$ cat config.mk
export PLATFORM = sky130hd
export DESIGN_NAME = buffer_lifecycle_pool
export DESIGN_NICKNAME = d
export VERILOG_FILES = /design/src/hdl/blp_pkg.sv /design/src/hdl/buffer_lifecycle_pool.sv /design/src/hdl/blp_ctrl.sv /design/src/hdl/blp_datapath.sv
export SDC_FILE = /design/constraint.sdc
export NUM_CORES = 1
export LEC_CHECK = 0
export BUFFER_PORTS_ARGS = -buffer_cell sky130_fd_sc_hd__clkbuf_2
export CORE_ASPECT_RATIO = 0.6
export CORE_MARGIN = 1
export CORE_UTILIZATION = 46
export CTS_CLUSTER_DIAMETER = 120
export DETAILED_ROUTE_END_ITERATION = 8
export PLACE_DENSITY = 0.73
export SLEW_MARGIN = 20
export SYNTH_ARGS = -nofsm -noshare
export SYNTH_HDL_FRONTEND = slang
export SYNTH_SLANG_ARGS = --single-unit
$ cat constraint.sdc
create_clock -name clk -period 5.4 [get_ports clk]
set_clock_uncertainty 0.05 [all_clocks]
set_input_delay 1.08 -clock clk [delete_from_list [all_inputs] [get_ports clk]]
set_output_delay 1.08 -clock clk [all_outputs]
set_load 0.05 [all_outputs]
$ cat src/hdl/blp_pkg.sv
// ============================================================================
// blp_pkg
// Shared types, request codes, status codes and error codes for the buffer
// descriptor pool.
// ============================================================================
`default_nettype none

package blp_pkg;

    // Defaults for the top-level parameters.
    localparam int ENTRY_COUNT_DEF = 4;
    localparam int MAX_BYTES_DEF   = 8192;

    // Largest value the recorded size field can hold.
    localparam int SIZE_FIELD_MAX = 16383;

    typedef logic [2:0] req_t;
    typedef logic [1:0] status_t;
    typedef logic [1:0] err_t;

    localparam req_t REQ_ALLOCATE     = 3'd0;
    localparam req_t REQ_MARK_WRITTEN = 3'd1;
    localparam req_t REQ_MARK_XFERRED = 3'd2;
    localparam req_t REQ_RELEASE      = 3'd3;
    localparam req_t REQ_RESET_ALL    = 3'd4;
    localparam req_t REQ_QUERY        = 3'd5;

    localparam status_t ST_FREE        = 2'd0;
    localparam status_t ST_BUSY        = 2'd1;
    localparam status_t ST_WRITTEN     = 2'd2;
    localparam status_t ST_TRANSFERRED = 2'd3;

    localparam err_t ERR_OK      = 2'd0;
    localparam err_t ERR_BOUNDS  = 2'd1;
    localparam err_t ERR_STATUS  = 2'd2;
    localparam err_t ERR_NO_FREE = 2'd3;

    // Commands from the controller to the datapath.
    typedef struct packed {
        logic capture;   // latch the incoming request
        logic commit;    // apply the request and load the result register
    } cmd_t;

endpackage

`default_nettype wire

$ cat src/hdl/buffer_lifecycle_pool.sv
// ============================================================================
// buffer_lifecycle_pool
// Pool of buffer descriptors with a free/busy/written/transferred life cycle,
// a recorded size per entry, and a summary of free and written entries.
// ============================================================================
//
//  Channel   Handshake                Payload
//  --------  -----------------------  ----------------------------------------
//  request   req_valid / req_ready    req_type, entry_index, request_size
//  response  rsp_valid / rsp_ready    error_code, granted_index, entry_status,
//                                     entry_size, can_allocate, written_found,
//                                     written_index
//
//  A transaction first registers the request; once the output register is free
//  it checks it, updates the tables and searches for the lowest free and
//  written entries, which is the single path that sets the cycle.
//  The next request is taken while the previous response still waits in its
//  output register; a request then holds until that register is emptied.
//  Reset clears all entries to free with size zero directly; no clearing
//  pass is needed.
//
`default_nettype none

module buffer_lifecycle_pool
#(
    parameter int ENTRY_COUNT = blp_pkg::ENTRY_COUNT_DEF,
    parameter int MAX_BYTES   = blp_pkg::MAX_BYTES_DEF
)
(
    input  wire logic        clk,
    input  wire logic        rst_n,

    // Request channel.
    input  wire logic        req_valid,
    output logic             req_ready,
    input  wire logic [2:0]  req_type,
    input  wire logic [7:0]  entry_index,
    input  wire logic [15:0] request_size,

    // Response channel.
    output logic             rsp_valid,
    input  wire logic        rsp_ready,
    output logic [1:0]       error_code,
    output logic [7:0]       granted_index,
    output logic [1:0]       entry_status,
    output logic [13:0]      entry_size,
    output logic             can_allocate,
    output logic             written_found,
    output logic [7:0]       written_index
);
    import blp_pkg::*;

    // Commands from the sequencer: capture latches an accepted request, and
    // commit applies it to the tables and loads the response register.
    cmd_t cmd;

    blp_ctrl u_ctrl
    (
        .clk       (clk),
        .rst_n     (rst_n),
        .req_valid (req_valid),
        .req_ready (req_ready),
        .rsp_valid (rsp_valid),
        .rsp_ready (rsp_ready),
        .cmd       (cmd)
    );

    // The datapath holds the status and size of every descriptor. Failed
    // requests leave both tables untouched and only report an error code.
    blp_datapath
    #(
        .ENTRY_COUNT (ENTRY_COUNT),
        .MAX_BYTES   (MAX_BYTES)
    )
    u_datapath
    (
        .clk           (clk),
        .rst_n         (rst_n),
        .cmd           (cmd),
        .req_type      (req_type),
        .entry_index   (entry_index),
        .request_size  (request_size),
        .error_code    (error_code),
        .granted_index (granted_index),
        .entry_status  (entry_status),
        .entry_size    (entry_size),
        .can_allocate  (can_allocate),
        .written_found (written_found),
        .written_index (written_index)
    );

endmodule

`default_nettype wire

$ cat src/hdl/blp_ctrl.sv
// ============================================================================
// blp_ctrl
// Sequencer for the descriptor pool: takes a request, then commits it once
// the result register is free.
// ============================================================================
`default_nettype none

module blp_ctrl
(
    input  wire logic          clk,
    input  wire logic          rst_n,
    input  wire logic          req_valid,
    output logic               req_ready,
    output logic               rsp_valid,
    input  wire logic          rsp_ready,
    output blp_pkg::cmd_t      cmd
);
    import blp_pkg::*;

    typedef enum logic {
        S_IDLE,
        S_EXEC
    } state_t;

    state_t state_reg;
    state_t state_next;
    logic   rsp_valid_reg;
    logic   rsp_valid_next;

    assign req_ready = (state_reg == S_IDLE);
    assign rsp_valid = rsp_valid_reg;

    always_comb
    begin
        cmd.capture = req_valid && (state_reg == S_IDLE);
        cmd.commit  = (state_reg == S_EXEC) && (!rsp_valid_reg || rsp_ready);

        state_next     = state_reg;
        rsp_valid_next = rsp_valid_reg;
        if (rsp_valid_reg && rsp_ready)
        begin
            rsp_valid_next = 1'b0;
        end
        unique case (state_reg)
            S_IDLE:
            begin
                if (cmd.capture)
                begin
                    state_next = S_EXEC;
                end
            end
            S_EXEC:
            begin
                if (cmd.commit)
                begin
                    state_next     = S_IDLE;
                    rsp_valid_next = 1'b1;
                end
            end
            default:
            begin
                state_next = S_IDLE;
            end
        endcase
    end

    always_ff @(posedge clk or negedge rst_n)
    begin
        if (!rst_n)
        begin
            state_reg     <= S_IDLE;
            rsp_valid_reg <= 1'b0;
        end
        else
        begin
            state_reg     <= state_next;
            rsp_valid_reg <= rsp_valid_next;
        end
    end

    // A committed request always presents a result on the next cycle.
    a_commit_shows_result: assert property (@(posedge clk) disable iff (!rst_n)
        cmd.commit |=> rsp_valid_reg)
        else $error("commit did not raise the result valid");

    // A pending request waits while the previous result is still held.
    a_exec_waits: assert property (@(posedge clk) disable iff (!rst_n)
        (state_reg == S_EXEC) && rsp_valid_reg && !rsp_ready |=> (state_reg == S_EXEC))
        else $error("request left execution while the result register was full");

    // After a request is taken, no further request is taken until it commits.
    a_capture_blocks: assert property (@(posedge clk) disable iff (!rst_n)
        cmd.capture |=> !req_ready)
        else $error("ready stayed high after a request was taken");

endmodule

`default_nettype wire

$ cat src/hdl/blp_datapath.sv
// ============================================================================
// blp_datapath
// Descriptor status and size tables, request register, transition checks,
// lowest-entry searches and the result register.
// ============================================================================
`default_nettype none

module blp_datapath
#(
    parameter int ENTRY_COUNT = blp_pkg::ENTRY_COUNT_DEF,
    parameter int MAX_BYTES   = blp_pkg::MAX_BYTES_DEF
)
(
    input  wire logic           clk,
    input  wire logic           rst_n,
    input  wire blp_pkg::cmd_t  cmd,
    input  wire logic [2:0]     req_type,
    input  wire logic [7:0]     entry_index,
    input  wire logic [15:0]    request_size,
    output logic [1:0]          error_code,
    output logic [7:0]          granted_index,
    output logic [1:0]          entry_status,
    output logic [13:0]         entry_size,
    output logic                can_allocate,
    output logic                written_found,
    output logic [7:0]          written_index
);
    import blp_pkg::*;

    localparam int IDX_W = (ENTRY_COUNT > 1) ? $clog2(ENTRY_COUNT) : 1;
    localparam logic [15:0] SIZE_LIMIT =
        (MAX_BYTES > SIZE_FIELD_MAX) ? 16'(SIZE_FIELD_MAX) : 16'(MAX_BYTES);
    localparam logic [8:0] COUNT9 = 9'(ENTRY_COUNT);

    // Request register.
    req_t        req_reg;
    logic [7:0]  idx_reg;
    logic [15:0] rsz_reg;

    // Descriptor tables.
    status_t     status_reg [ENTRY_COUNT];
    status_t     status_next [ENTRY_COUNT];
    logic [13:0] size_reg [ENTRY_COUNT];
    logic [13:0] size_next [ENTRY_COUNT];

    // Result register.
    err_t        err_reg;
    logic [7:0]  granted_reg;
    status_t     qst_reg;
    logic [13:0] qsz_reg;
    logic        can_alloc_reg;
    logic        wr_found_reg;
    logic [7:0]  wr_index_reg;

    err_t        err_next;
    logic [7:0]  granted_next;
    status_t     qst_next;
    logic [13:0] qsz_next;

    logic             in_range;
    logic [IDX_W-1:0] sel;
    status_t          sel_status;
    status_t          want_status;
    status_t          move_status;
    logic [13:0]      clamped_size;

    logic             free_cur_found;
    logic [IDX_W-1:0] free_cur_idx;
    logic             free_new_found;
    logic             wr_new_found;
    logic [7:0]       wr_new_idx;

    assign in_range     = ({1'b0, idx_reg} < COUNT9);
    assign sel          = idx_reg[IDX_W-1:0];
    assign sel_status   = status_reg[sel];
    assign clamped_size = (rsz_reg > SIZE_LIMIT) ? SIZE_LIMIT[13:0] : rsz_reg[13:0];

    // Expected prior status and new status of each forward transition.
    always_comb
    begin
        unique case (req_reg)
            REQ_MARK_WRITTEN:
            begin
                want_status = ST_BUSY;
                move_status = ST_WRITTEN;
            end
            REQ_MARK_XFERRED:
            begin
                want_status = ST_WRITTEN;
                move_status = ST_TRANSFERRED;
            end
            REQ_RELEASE:
            begin
                want_status = ST_TRANSFERRED;
                move_status = ST_FREE;
            end
            default:
            begin
                want_status = ST_FREE;
                move_status = ST_FREE;
            end
        endcase
    end

    // Lowest free entry before the request.
    always_comb
    begin
        free_cur_found = 1'b0;
        free_cur_idx   = '0;
        for (int k = ENTRY_COUNT - 1; k >= 0; k--)
        begin
            if (status_reg[k] == ST_FREE)
            begin
                free_cur_found = 1'b1;
                free_cur_idx   = IDX_W'(k);
            end
        end
    end

    // Apply the request to a copy of the tables.
    always_comb
    begin
        for (int k = 0; k < ENTRY_COUNT; k++)
        begin
            status_next[k] = status_reg[k];
            size_next[k]   = size_reg[k];
        end
        err_next     = ERR_OK;
        granted_next = '0;
        qst_next     = ST_FREE;
        qsz_next     = '0;

        unique case (req_reg)
            REQ_ALLOCATE:
            begin
                if (!free_cur_found)
                begin
                    err_next = ERR_NO_FREE;
                end
                else
                begin
                    status_next[free_cur_idx] = ST_BUSY;
                    size_next[free_cur_idx]   = clamped_size;
                    granted_next              = 8'(free_cur_idx);
                end
            end
            REQ_MARK_WRITTEN, REQ_MARK_XFERRED, REQ_RELEASE:
            begin
                priority if (!in_range)
                begin
                    err_next = ERR_BOUNDS;
                end
                else if (sel_status != want_status)
                begin
                    err_next = ERR_STATUS;
                end
                else
                begin
                    status_next[sel] = move_status;
                end
            end
            REQ_RESET_ALL:
            begin
                for (int k = 0; k < ENTRY_COUNT; k++)
                begin
                    status_next[k] = ST_FREE;
                end
            end
            REQ_QUERY:
            begin
                if (!in_range)
                begin
                    err_next = ERR_BOUNDS;
                end
                else
                begin
                    qst_next = sel_status;
                    qsz_next = size_reg[sel];
                end
            end
            default:
            begin
                err_next = ERR_OK;
            end
        endcase
    end

    // Summary flags taken from the tables as they stand after the request.
    always_comb
    begin
        free_new_found = 1'b0;
        wr_new_found   = 1'b0;
        wr_new_idx     = '0;
        for (int k = ENTRY_COUNT - 1; k >= 0; k--)
        begin
            if (status_next[k] == ST_FREE)
            begin
                free_new_found = 1'b1;
            end
            if (status_next[k] == ST_WRITTEN)
            begin
                wr_new_found = 1'b1;
                wr_new_idx   = 8'(k);
            end
        end
    end

    always_ff @(posedge clk)
    begin
        if (cmd.capture)
        begin
            req_reg <= req_type;
            idx_reg <= entry_index;
            rsz_reg <= request_size;
        end
        if (cmd.commit)
        begin
            err_reg       <= err_next;
            granted_reg   <= granted_next;
            qst_reg       <= qst_next;
            qsz_reg       <= qsz_next;
            can_alloc_reg <= free_new_found;
            wr_found_reg  <= wr_new_found;
            wr_index_reg  <= wr_new_idx;
        end
    end

    always_ff @(posedge clk or negedge rst_n)
    begin
        if (!rst_n)
        begin
            for (int k = 0; k < ENTRY_COUNT; k++)
            begin
                status_reg[k] <= ST_FREE;
                size_reg[k]   <= '0;
            end
        end
        else if (cmd.commit)
        begin
            for (int k = 0; k < ENTRY_COUNT; k++)
            begin
                status_reg[k] <= status_next[k];
                size_reg[k]   <= size_next[k];
            end
        end
    end

    assign error_code    = err_reg;
    assign granted_index = granted_reg;
    assign entry_status  = qst_reg;
    assign entry_size    = qsz_reg;
    assign can_allocate  = can_alloc_reg;
    assign written_found = wr_found_reg;
    assign written_index = wr_index_reg;

    // Reset all leaves every entry free and none written.
    a_reset_all_clears: assert property (@(posedge clk) disable iff (!rst_n)
        cmd.commit && (req_reg == REQ_RESET_ALL) |=> can_allocate && !written_found)
        else $error("reset all left an entry in use");

    // The written index reads zero whenever no entry is written.
    a_written_index_zero: assert property (@(posedge clk) disable iff (!rst_n)
        cmd.commit |=> written_found || (written_index == 8'd0))
        else $error("written index nonzero with no written entry");

    // A failed allocate grants nothing and reports a full pool.
    a_alloc_fail: assert property (@(posedge clk) disable iff (!rst_n)
        cmd.commit && (req_reg == REQ_ALLOCATE)
            |=> (error_code == ERR_OK) || ((granted_index == 8'd0) && !can_allocate))
        else $error("failed allocate reported a grant or a free entry");

endmodule

`default_nettype wire
Word level (Yosys, flattened, before mapping)
Index checks and enable logic that the tools add are counted.

Flip-flop bits (word level): 129. Latch bits: 0. Bits in writable memories: 0. ROM bits: 0. Input bits: 31. Word-level logic and storage cells: 113. Memories kept: 0.

Add/subtract/negate cells: 0. $mul: 0. Div/mod/pow operators: 0. Magnitude comparators: 6. Equality and inequality tests: 10. Shifts and indexed selects: 0. Mux-type cells: 45. Bitwise logic cells: 6. Reduce and logical (&&, ||, !) cells: 23.

Operator list (number): 56-bit bitwise mux (1); 14-bit 2-to-1 mux (4); 14-bit binary-select mux with 2-bit select (1); 14-bit demux with 2-bit select (1); 2-bit 2-to-1 mux (13); 8-bit 2-to-1 mux (3); 8-bit one-hot mux with 3 select lines (1); 16-bit by 14-bit > comparator with 1-bit output (second input constant) (1); 2-bit logical NOT (8); 1-bit 2-to-1 mux (13); 2-bit one-hot mux with 3 select lines (2); 3-bit OR reduction (3); 8-bit bitwise mux (1); 2-bit demux with 2-bit select (2); 2-bit equality test (second input constant) (4); 8-bit by 3-bit < comparator with 1-bit output (second input constant) (1); 3-bit by 2-bit equality test with 1-bit output (second input constant) (2); 3-bit equality test (second input constant) (2); 3-bit greater-or-equal comparator (second input constant) (2); 3-bit by 1-bit < comparator with 1-bit output (second input constant) (2); 2-bit NOT with 3-bit output (2); 1-bit logical AND (5); 4-bit AND (1); 2-bit binary-select mux with 2-bit select (1); 13 further kinds (14).

Depth between registers and ports, before layout
Gate-level depths: netlist of run 1.

Depth in word-level cells: 18. Mapped depth: 9.

By module
A second synthesis of run 1 with hierarchy kept.

Cell total of the unflattened synthesis: 460. Area, all modules: 5307.6 sq um.

Modules (own cells, without submodules): blp_datapath (instances 1, cells each 452, area each 5213.8 sq um, sequential area each 3133.0 sq um); blp_ctrl (instances 1, cells each 8, area each 93.8 sq um, sequential area each 50.0 sq um).

Least setup slack after synthesis of run 1
No wires, ideal clock.

Path kind: input-to-reg. Start point: input req_valid. End point: register u_datapath.idx_reg[0] (enable). Data arrival time: 2.314 ns. Data required time: 4.936 ns. Slack: 2.622 ns. Cell stages on the path: 1. Path buffers: 0. Cells stage by stage: nor2b_1.

Word-level cells in the longest chain between the ends: 1.

Ends and longest elaborated chain: start: declaration (RTL line buffer_lifecycle_pool.sv:34) `input wire logic req_valid,`; 1-bit logical AND (RTL line blp_ctrl.sv:35) `cmd.capture = req_valid && (state_reg == S_IDLE);`; end signal: assignment (RTL line blp_datapath.sv:213) `idx_reg <= entry_index;`; end: declaration (RTL line blp_datapath.sv:37) `logic [7:0] idx_reg;`.

Every way passes these cells. A chain may end at the register's enable or synchronous reset.

Worst setup path in the final report of run 1
Start point: register u_datapath.req_reg[1]. End point: register u_datapath.size_reg[17] (netlist name).

Word-level cells in the longest chain between the ends: 2.

Ends and longest elaborated chain: start: declaration (RTL line blp_datapath.sv:36) `req_t req_reg;`; start signal: assignment (RTL line blp_datapath.sv:212) `req_reg <= req_type;`; 3-bit logical NOT (RTL line blp_datapath.sv:133) `unique case (req_reg)`; 3-bit AND reduction (no line); end signal: indexed assignment (RTL line blp_datapath.sv:243) `size_reg[k] <= size_next[k];`; end: declaration (RTL line blp_datapath.sv:43) `logic [13:0] size_reg [ENTRY_COUNT];`.

Every way passes these cells.

==> flow_summary.yaml, run 1 <==
clock_network:
  cts_resized: 0
  cts_buffers: 17
  ctsHoldBuffers: 0
  clk_pin_slew_ns: 0.05
  postCtsSetupBuffers: 0
  cts_tree: "done"
  insertion_delay_ns: 0.41
  clockBufferDepth: 2
  htree_num_levels: 4
  root_buffer: "clkbuf_16"
  clock-sinks: 117
finish:
  largest_reg_flops: 56
  fin_util: 0.555
  num-fill-cells: 950
  stdcell_count: 684
  drive_gt1_frac: 0.239
  antenna_cells: 0
  areaGrowthSynthToFinish_pct: 17.7
  register_area_mm2: 0.00318
  nets: 542
  fin_area_mm2: 0.00627
  multi_input_area_mm2: 0.00197
synth:
  syn_area_mm2: 0.00533
  synthCells: 458
  ys_ff_latch: 117
  avgSynthCellArea_um2: 11.6
  yosysTopAreaCell: "dfrtp_1"
  ys_warn_count: 0
  synthTopCellsByArea: "dfrtp_1 (31%), edfxtp_1 (29%), o21ai_0 (6.0%)"
  synthFlopType: "dfrtp_1"
  synth_top_cell_area_share: 0.310
  postSynth.asyncResetShare: 0.564
  synth_most_common_cell: "nand2_1"
  ys_types: 59
  ys_seq_area_frac: 0.598
  synth_edf_count: 51
  synth_common_cells: "nand2_1 (84), dfrtp_1 (66), o21ai_0 (64)"
floorplan:
  fp.dieH_um: 85.4
  io_pins: 69
  die_area_mm2: 0.0120
  core_area_mm2: 0.0113
  start_util: 0.471
  rows: 30
  fp.dieW_um: 141
setup_path:
  r2r_slack_ns: 2.49
  worst-path-buf-inv: 0
  worst-path-max-fanout: 28
  crit_required_ns: 5.64
  cp_slowest_cell: "nand3b_1"
  path_delay_family: "simple AND/OR/NAND/NOR gates"
  path_depth: 4
  worstSetupPathType: "flip-flop to flip-flop"
  cp-start-kind: "flip-flop"
  cp_cell_sequence: "or2_1 -> nor3_2 -> nand3b_1 -> o21ai_0"
  end_kind: "flip-flop"
  crit_arrival_ns: 3.15
  reg2regPathDepth: 4
  critPathMaxStageDelay_ns: 0.73
pwr:
  pwr-share-clk: 0.365
  power.share.combinational: 0.227
  p_leak_nw: 2.54
  p_switching_mw: 0.999
  pwr-share-seq: 0.408
  power.total_mw: 3.03
  p_sw_frac: 0.330
  cellInternalPower_mw: 2.03
  power_density_mw_per_mm2: 483
  irDropWorstVdd_uv: 277
timing:
  setup_tns_ns: 0
  maxSlewViolCount: 0
  rsz0062_at_grt: "false"
  clock.fmax_mhz: 344
  finalHoldViolations: 0
  setup_viol_count_final: 0
  slew_headroom: 0.348
  worst_slew_pin_slew_ns: 0.975
  min_period_over_period: 0.539
  holdWs_ns: 0.424
  min_period_ns: 2.91
  fin_ws_ns: 2.49
routing:
  drt_wl_total_mm: 11.8
  ant_nets: 0
  routedWlPerCell_um: 17.2
  drt_first_iter_violations: 388
  drc: 0
  num_vias: 3708
  drtPass1Iterations: 5
  vias_per_cell: 5.42
hold_path:
  hold_depth: 2
  worst_hold_path_type: "flip-flop to flip-flop"
place:
  port_buffers: 56
  dpl.cell_count: 651
  globalplace.congestion: 0.924
  dpl.hpwl_mm: 7.92
  dp_slack_ns: 2.10
  placed_area_mm2: 0.00567
global_routing:
  antenna_found_initial: 0
  met3_usage: 0.0705
  grt_overflow_total: 0
  first_global_vias: 3599
  grt_max_degree: 67
  track_usage: 0.216
  top_usage_layer: "met1"
  grtUsageMet1: 0.320
  grt_use_met2: 0.293
  grt_first_pass_wirelength_mm: 19.1
run_status:
  status: "finished, final reports clean"
flow_run:
  cap_violations: 0
-- path summary, 6_finish.rpt --
path                                                   endpoint                                start
setup reg to reg            u_datapath.size_reg[17]$_DFFE_PN0P_      u_datapath.req_reg[1]$_DFFE_PP_
min in group asynchronous  u_datapath.status_reg[2]$_DFFE_PN0P_                                rst_n
max in group asynchronous  u_datapath.status_reg[3]$_DFFE_PN0P_                                rst_n
hold reg to reg             u_datapath.size_reg[19]$_DFFE_PN0P_  u_datapath.size_reg[19]$_DFFE_PN0P_
setup / recovery            u_datapath.size_reg[17]$_DFFE_PN0P_      u_datapath.req_reg[1]$_DFFE_PP_
hold / removal              u_datapath.size_reg[19]$_DFFE_PN0P_  u_datapath.size_reg[19]$_DFFE_PN0P_
-- cell families after synthesis --
group | count (synthesis) | share of synthesized area
muxes | 23 | 0.0796
and+or+nand+nor | 168 | 0.155
DFF | 117 | 0.598
buffers and inverters | 41 | 0.0411
other | 1 | 0.000704
xor gates and xnor gates | 4 | 0.00799
AOI/OAI and AO/OA | 104 | 0.118
-- worst min-delay path, cell delays in order, from the launching register on --
cell     delay [ns]
dfrtp_1        0.33
nand2_1        0.05
o21ai_0        0.06
-- routing by layer --
| layer | up-vias | share of wire |
|---|---|---|
| met4 | 0 | 0.015 |
| met5 | - | 0 |
| met1 | 1762 | 0.47 |
| li1 | 1732 | - |
| met3 | 15 | 0.11 |
| met2 | 199 | 0.41 |
-- layout make-up --
| cell class | count | share of cell area |
|---|---|---|
| inverter | 4 | 0.00239 |
| clock buffer | 19 | 0.0706 |
| clock inverter | 13 | 0.0220 |
| sequential | 117 | 0.508 |
| multi-input combinational | 311 | 0.315 |
| timing repair buffer | 60 | 0.0507 |
| tap | 160 | 0.0319 |
-- power groups by stage --
stage / Clock [mW] / Combinational [mW] / Sequential (mW)
after floorplan: 0 / 0.365 / 1.40
after global placement: 0 / 0.661 / 1.25
after detailed placement: 0 / 0.676 / 1.26
after CTS: 1.12 / 0.678 / 1.24
after global routing: 1.17 / 0.741 / 1.25
final: 1.10 / 0.688 / 1.23
-- placed cells by master (no fill, tap or decap), drive strengths merged, types with 2 or more instances in the layout --
master	n
mux2	5
conb	12
bufinv	3
nand3b	3
nand2b	4
inv	4
xor2	2
a311oi	2
a221oi	2
nand2	84
nor2	25
nor2b	20
clkinv	9
nand4	3
a41oi	2
xnor2	2
or4	3
o21ai	68
o21a	2
buf	4
a211o	2
nor4	8
mux4	14
dfrtp	66
a21oi	11
and3	3
o22ai	2
nand3	3
mux2i	4
a21boi	2
nor3	8
clkbuf	75
edfxtp	51
(Power assumes the default switching activity.)
==> inputs of run 2 (changes only) <==
- clock period: 5.4 -> 3 ns (I/O delays scaled with it)
==> flow_summary.yaml, run 2 (synthesis gave the netlist of run 1 again) <==
finish:
  fin_util: 0.565
  final_cell_mix: "nand2_1 (84), dfrtp_1 (66), o21ai_0 (64)"
  register_area_mm2: 0.00318
  num-fill-cells: 901
  fin_area_mm2: 0.00639
  areaGrowthSynthToFinish_pct: 19.9
  drive_gt1_frac: 0.257
  final_common_cell: "nand2_1"
  largest_reg_flops: 56
  antenna_cells: 0
  stdcell_count: 698
  nets: 556
  multi_input_area_mm2: 0.00197
hold_path:
  worst_hold_path_type: "input port to asynchronous set/reset pin"
routing:
  wl_met3_mm: 1.20
  routedWlPerCell_um: 17.1
  vias_per_cell: 5.44
  drt_wl_total_mm: 11.9
  top_layer_used: "met4"
  drc: 0
  ant_nets: 0
  dr_wl_met2_mm: 4.78
  num_vias: 3797
  drtPass1Iterations: 5
  drt_first_iter_violations: 364
  wl_met1_mm: 5.82
floorplan:
  fp.dieH_um: 85.4
  fp.dieW_um: 141
  core_area_mm2: 0.0113
  rows: 30
  start_util: 0.471
  io_pins: 69
  die_area_mm2: 0.0120
clock_network:
  clk_pin_slew_ns: 0.05
  postCtsSetupBuffers: 0
  cts_resized: 0
  root_buffer: "clkbuf_16"
  clock-sinks: 117
  ctsHoldBuffers: 0
  cts_tree: "done"
  insertion_delay_ns: 0.40
  cts_buffers: 17
  clockBufferDepth: 2
  htree_num_levels: 4
setup_path:
  worst-path-max-fanout: 12
  crit_arrival_ns: 2.72
  path_depth: 7
  reg2regPathDepth: 7
  worst-path-buf-inv: 1
  end_kind: "flip-flop"
  path_delay_family: "simple AND/OR/NAND/NOR gates"
  cp_cell_sequence: "buf_4 -> and3_1 -> nor4b_4 -> a21oi_1 -> a211o_1 -> o21bai_1 -> a21boi_1"
  cp_slowest_cell: "edfxtp_1"
  crit_required_ns: 3.10
  critPathMaxStageDelay_ns: 0.58
  cp-start-kind: "flip-flop"
  worstSetupPathType: "flip-flop to flip-flop"
pwr:
  power.share.combinational: 0.240
  p_switching_mw: 1.80
  pwr-share-clk: 0.359
  cellInternalPower_mw: 3.70
  power.total_mw: 5.51
  power_density_mw_per_mm2: 862
  pwr-share-seq: 0.400
  p_leak_nw: 2.61
  irDropWorstVdd_uv: 576
  p_sw_frac: 0.327
timing:
  holdWs_ns: 0.180
  finalHoldViolations: 0
  rsz0062_at_grt: "false"
  clock.fmax_mhz: 381
  setup_viol_count_final: 0
  slew_headroom: 0.434
  min_period_ns: 2.62
  worst_slew_pin_slew_ns: 0.843
  setup_tns_ns: 0
  min_period_over_period: 0.874
  fin_ws_ns: 0.378
  maxSlewViolCount: 0
global_routing:
  grt_overflow_total: 0
  first_global_vias: 3625
  grt_max_degree: 33
  antenna_found_initial: 0
  track_usage: 0.216
  grt_first_pass_wirelength_mm: 19.1
place:
  dpl.hpwl_mm: 8.55
  placed_area_mm2: 0.00581
  globalplace.congestion: 0.963
  port_buffers: 56
  dpl.cell_count: 666
  dp_slack_ns: 0.459
run_status:
  status: "finished, final reports clean"
flow_run:
  cap_violations: 0
## run 2: cell types whose count changed in the layout (fill, tap and decap cells not counted)
cell	previous run	this run
buf_4	3	16
nor2b_2	1	2
buf_8	1	0
inv_2	1	0
clkinvlp_4	1	0
nor2b_4	1	0
clkbuf_1	1	2
inv_1	3	4
clkinv_1	4	3
buf_12	0	2
clkinv_4	0	1
## run 2: power by group through the flow
stage | registers [mW] | logic [mW] | clock network (mW)
after floorplan | 2.51 | 0.658 | 0
final | 2.21 | 1.32 | 1.98
after global routing | 2.24 | 1.41 | 2.07
after detailed placement | 2.23 | 1.32 | 0
after global placement | 2.21 | 1.29 | 0
after CTS | 2.20 | 1.32 | 2.00
## run 2: area by class of cell
class / instances / share of cell area
clock inverter: 12 / 0.0212
multi-input combinational: 311 / 0.308
clock buffer: 20 / 0.0699
tap: 160 / 0.0313
inverter: 4 / 0.00235
sequential: 117 / 0.498
timing repair buffer: 74 / 0.0689
## run 2: worst paths after layout
| kind | slack [ns] | to | start |
|---|---|---|---|
| worst max-delay path | 0.38 | u_datapath.written_index[0]$_SDFFCE_PN0P_ | u_datapath.idx_reg[1]$_DFFE_PP_ |
| max in group asynchronous | 2.06 | u_datapath.size_reg[34]$_DFFE_PN0P_ | rst_n |
| min in group clk | 0.32 | u_datapath.req_reg[2]$_DFFE_PP_ | req_type[2] |
| worst min-delay path | 0.18 | u_datapath.status_reg[6]$_DFFE_PN0P_ | rst_n |
| worst max register to register | 0.38 | u_datapath.written_index[0]$_SDFFCE_PN0P_ | u_datapath.idx_reg[1]$_DFFE_PP_ |
| worst min register to register | 0.42 | u_datapath.size_reg[38]$_DFFE_PN0P_ | u_datapath.size_reg[38]$_DFFE_PN0P_ |
## run 2: layer usage
| layer | GRT usage | up-vias |
|---|---|---|
| met1 | 0.328 | 1818 |
| met5 | 0 | - |
| li1 | - | 1773 |
| met2 | 0.285 | 193 |
| met4 | 0.0899 | 0 |
| met3 | 0.0643 | 13 |
## run 2: worst register-to-register path: cells and delay by family (launching register included)
| family | cells | cell delay [ns] |
|---|---|---|
| AOI/OAI and AO/OA | 4 | 0.70 |
| buffers and inverters | 1 | 0.31 |
| DFF | 1 | 0.58 |
| and+or+nand+nor | 2 | 0.73 |
==> inputs of run 3 (changes only) <==
- GPL_TIMING_DRIVEN: unset -> 0
- PLACE_DENSITY: 0.73 -> 0.75
- SYNTH_HIERARCHICAL: unset -> 1
- clock period: 3 -> 2.31 ns (I/O delays scaled with it)
==> flow_summary.yaml, run 3 <==
global_routing:
  grt_overflow_total: 0
  grt_max_degree: 54
  track_usage: 0.248
  antenna_found_initial: 1
  grt_first_pass_wirelength_mm: 21.7
  first_global_vias: 3921
synth:
  postSynth.asyncResetShare: 0.564
  synthTopCellsByArea: "dfrtp_1 (31%), edfxtp_1 (29%), mux4_2 (6.8%)"
  synth_top_cell_area_share: 0.311
  synthAdderAreaFrac: 0
  ys_ff_latch: 117
  synth_most_common_cell: "nand2_1"
  ys_types: 57
  synthMuxAreaShare: 0.0799
  syn_area_mm2: 0.00531
  synth_compound_area_frac: 0.111
  synthCells: 460
  synthFlopType: "dfrtp_1"
  synth_edf_count: 51
  synth_top_family_by_area: "simple AND/OR/NAND/NOR gates"
  synthXorXnorAreaFrac: 0.00990
  avgSynthCellArea_um2: 11.5
  ys_warn_count: 6
  synth_common_cells: "nand2_1 (81), dfrtp_1 (66), o21ai_0 (64)"
  ys_seq_area_frac: 0.600
  yosysTopAreaCell: "dfrtp_1"
  yosys.area_share.simple: 0.157
finish:
  final_cell_mix: "nand2_1 (79), dfrtp_1 (65), o21ai_0 (61)"
  final_common_cell: "nand2_1"
  fin_util: 0.620
  areaGrowthSynthToFinish_pct: 27.3
  antenna_cells: 0
  drive_gt1_frac: 0.319
  nets: 591
  largest_reg_flops: 56
  num-fill-cells: 862
pwr:
  power.total_mw: 6.02
  power_density_mw_per_mm2: 891
  p_leak_nw: 2.72
  irDropWorstVdd_uv: 667
timing:
  worst_slew_pin_slew_ns: 0.718
  finalHoldViolations: 0
  holdWs_ns: 0.174
  min_period_over_period: 1.26
  min_period_ns: 2.91
  rsz0062_at_grt: "true"
  maxSlewViolCount: 0
  fin_ws_ns: -0.597
  setup_viol_count_final: 10
  clock.fmax_mhz: 344
  slew_headroom: 0.520
clock_network:
  insertion_delay_ns: 0.41
  root_buffer: "clkbuf_16"
  cts_tree: "done"
  htree_num_levels: 4
  clk_pin_slew_ns: 0.06
  cts_buffers: 17
  clockBufferDepth: 2
  clock-sinks: 117
routing:
  drtPass1Iterations: 5
  drc: 0
  vias_per_cell: 5.79
  drt_first_iter_violations: 529
  drt_wl_total_mm: 14.0
  routedWlPerCell_um: 19.7
  num_vias: 4124
  ant_nets: 0
flow_run:
  cap_violations: 0
floorplan:
  start_util: 0.488
  rows: 29
  die_area_mm2: 0.0120
  fp.dieW_um: 141
  core_area_mm2: 0.0109
  fp.dieH_um: 85.2
  io_pins: 69
hold_path:
  hold_end: "u_datapath/rsz_reg[6]$_DFFE_PP_"
  worst_hold_path_type: "input port to flip-flop"
  hold_start: "request_size[6]"
  hold_depth: 1
setup_path:
  reg2regPathDepth: 8
  path_common_cell: "buf_6"
  end_kind: "flip-flop"
  worstSetupPathType: "flip-flop to flip-flop"
  worst-path-max-fanout: 5
  cp-start-kind: "flip-flop"
  cp_slowest_cell: "mux4_2"
  r2r-start: "u_datapath/idx_reg[0]$_DFFE_PP_"
  r2r_slack_ns: -0.60
  reg2reg_to: "u_datapath/written_index[0]$_SDFFCE_PP0P_"
  crit_required_ns: 2.40
  critPathMaxStageDelay_ns: 0.50
  crit_arrival_ns: 3.00
  cp_cell_sequence: "buf_6 -> mux4_2 -> buf_6 -> xnor2_2 -> or4_1 -> a221o_1 -> o211ai_1 -> a21oi_1"
place:
  port_buffers: 56
  dpl.hpwl_mm: 9.35
  globalplace.congestion: 0.918
run_status:
  status: "finished with violations"
  violations: "negative setup slack"
run 3: worst max path at each step:
stage,to,from,cells after the start,slack (ns)
after detailed placement,u_datapath/written_found$_SDFFCE_PP1P_,u_datapath/idx_reg[6]$_DFFE_PP_,7,-0.74
after CTS,u_datapath/written_found$_SDFFCE_PP1P_,u_datapath/idx_reg[6]$_DFFE_PP_,6,-0.58
after global routing,u_datapath/written_index[0]$_SDFFCE_PP0P_,u_datapath/idx_reg[0]$_DFFE_PP_,8,-0.66
after floorplan,u_datapath/written_found$_SDFFCE_PP1P_,u_datapath/idx_reg[6]$_DFFE_PP_,6,-0.43
final,u_datapath/written_index[0]$_SDFFCE_PP0P_,u_datapath/idx_reg[0]$_DFFE_PP_,8,-0.60
after global placement,u_datapath/written_found$_SDFFCE_PP1P_,u_datapath/status_reg[5]$_DFFE_PN0P_,8,-0.72
run 3: cells by family after synthesis:
| kind of cell | count (synthesis) |
|---|---|
| flip-flops | 117 |
| multiplexers | 22 |
| buffers and inverters | 46 |
| XOR/XNOR | 6 |
| AO/OA/AOI/OAI | 99 |
| AND/OR/NAND/NOR | 169 |
| other | 1 |
run 3: cell type report:
type	count	area, um^2	share of cell area
Buffer	32	223	0.0330
Clock buffer	21	440	0.0652
Clock inverter	11	111	0.0165
Inverter	9	35.0	0.00519
Multi-Input combinational cell	309	2140	0.317
Sequential cell	117	3180	0.471
Tap cell	139	174	0.0258
Timing Repair Buffer	74	448	0.0663
run 3: critical path: cells and delay by family (launching register included):
family / cells / cell delay (ns)
muxes: 1 / 0.50
DFF: 1 / 0.47
buffers and inverters: 2 / 0.30
AOI/OAI and AO/OA: 3 / 0.76
and+or+nand+nor: 1 / 0.42
xor gates and xnor gates: 1 / 0.13
run 3: timing repair:
action                                  4_1_cts  5_1_grt
buffers inserted                             12        4
pin swaps                                     9        6
endpoints found under the hold margin        13        0
gates cloned                                  0        1
resized for setup                            35       31
hold buffers                                  1        0
endpoints found under the setup margin       80       75
run 3: routing by layer:
layer  vias to the layer above  track usage  part of all wire
met5                         -            0                 0
met4                         0       0.0860             0.012
met3                        22       0.0988              0.14
met2                       291        0.322              0.41
met1                      1969        0.370              0.45
li1                       1842            -                 -
run 3: power breakdown:
group	internal [mW]	switching, mW	leakage (nW)
Combinational	0.343	0.690	1.07
Sequential	2.39	0.137	1.39
Clock	1.57	0.890	0.264
run 3: stage by stage:
stage | instances | instance area [um^2] | setup TNS [ns] | worst slack [ns]
finish | 712 | 6750 | -3.56 | -0.597
global route | 712 | 6750 | -4.17 | -0.656
CTS | 708 | 6600 | -3.15 | -0.575
detailed placement | 667 | 5860 | -29.23 | -0.739
global placement | 666 | 5820 | -22.67 | -0.724
floorplan | 471 | 5370 | -1.60 | -0.426
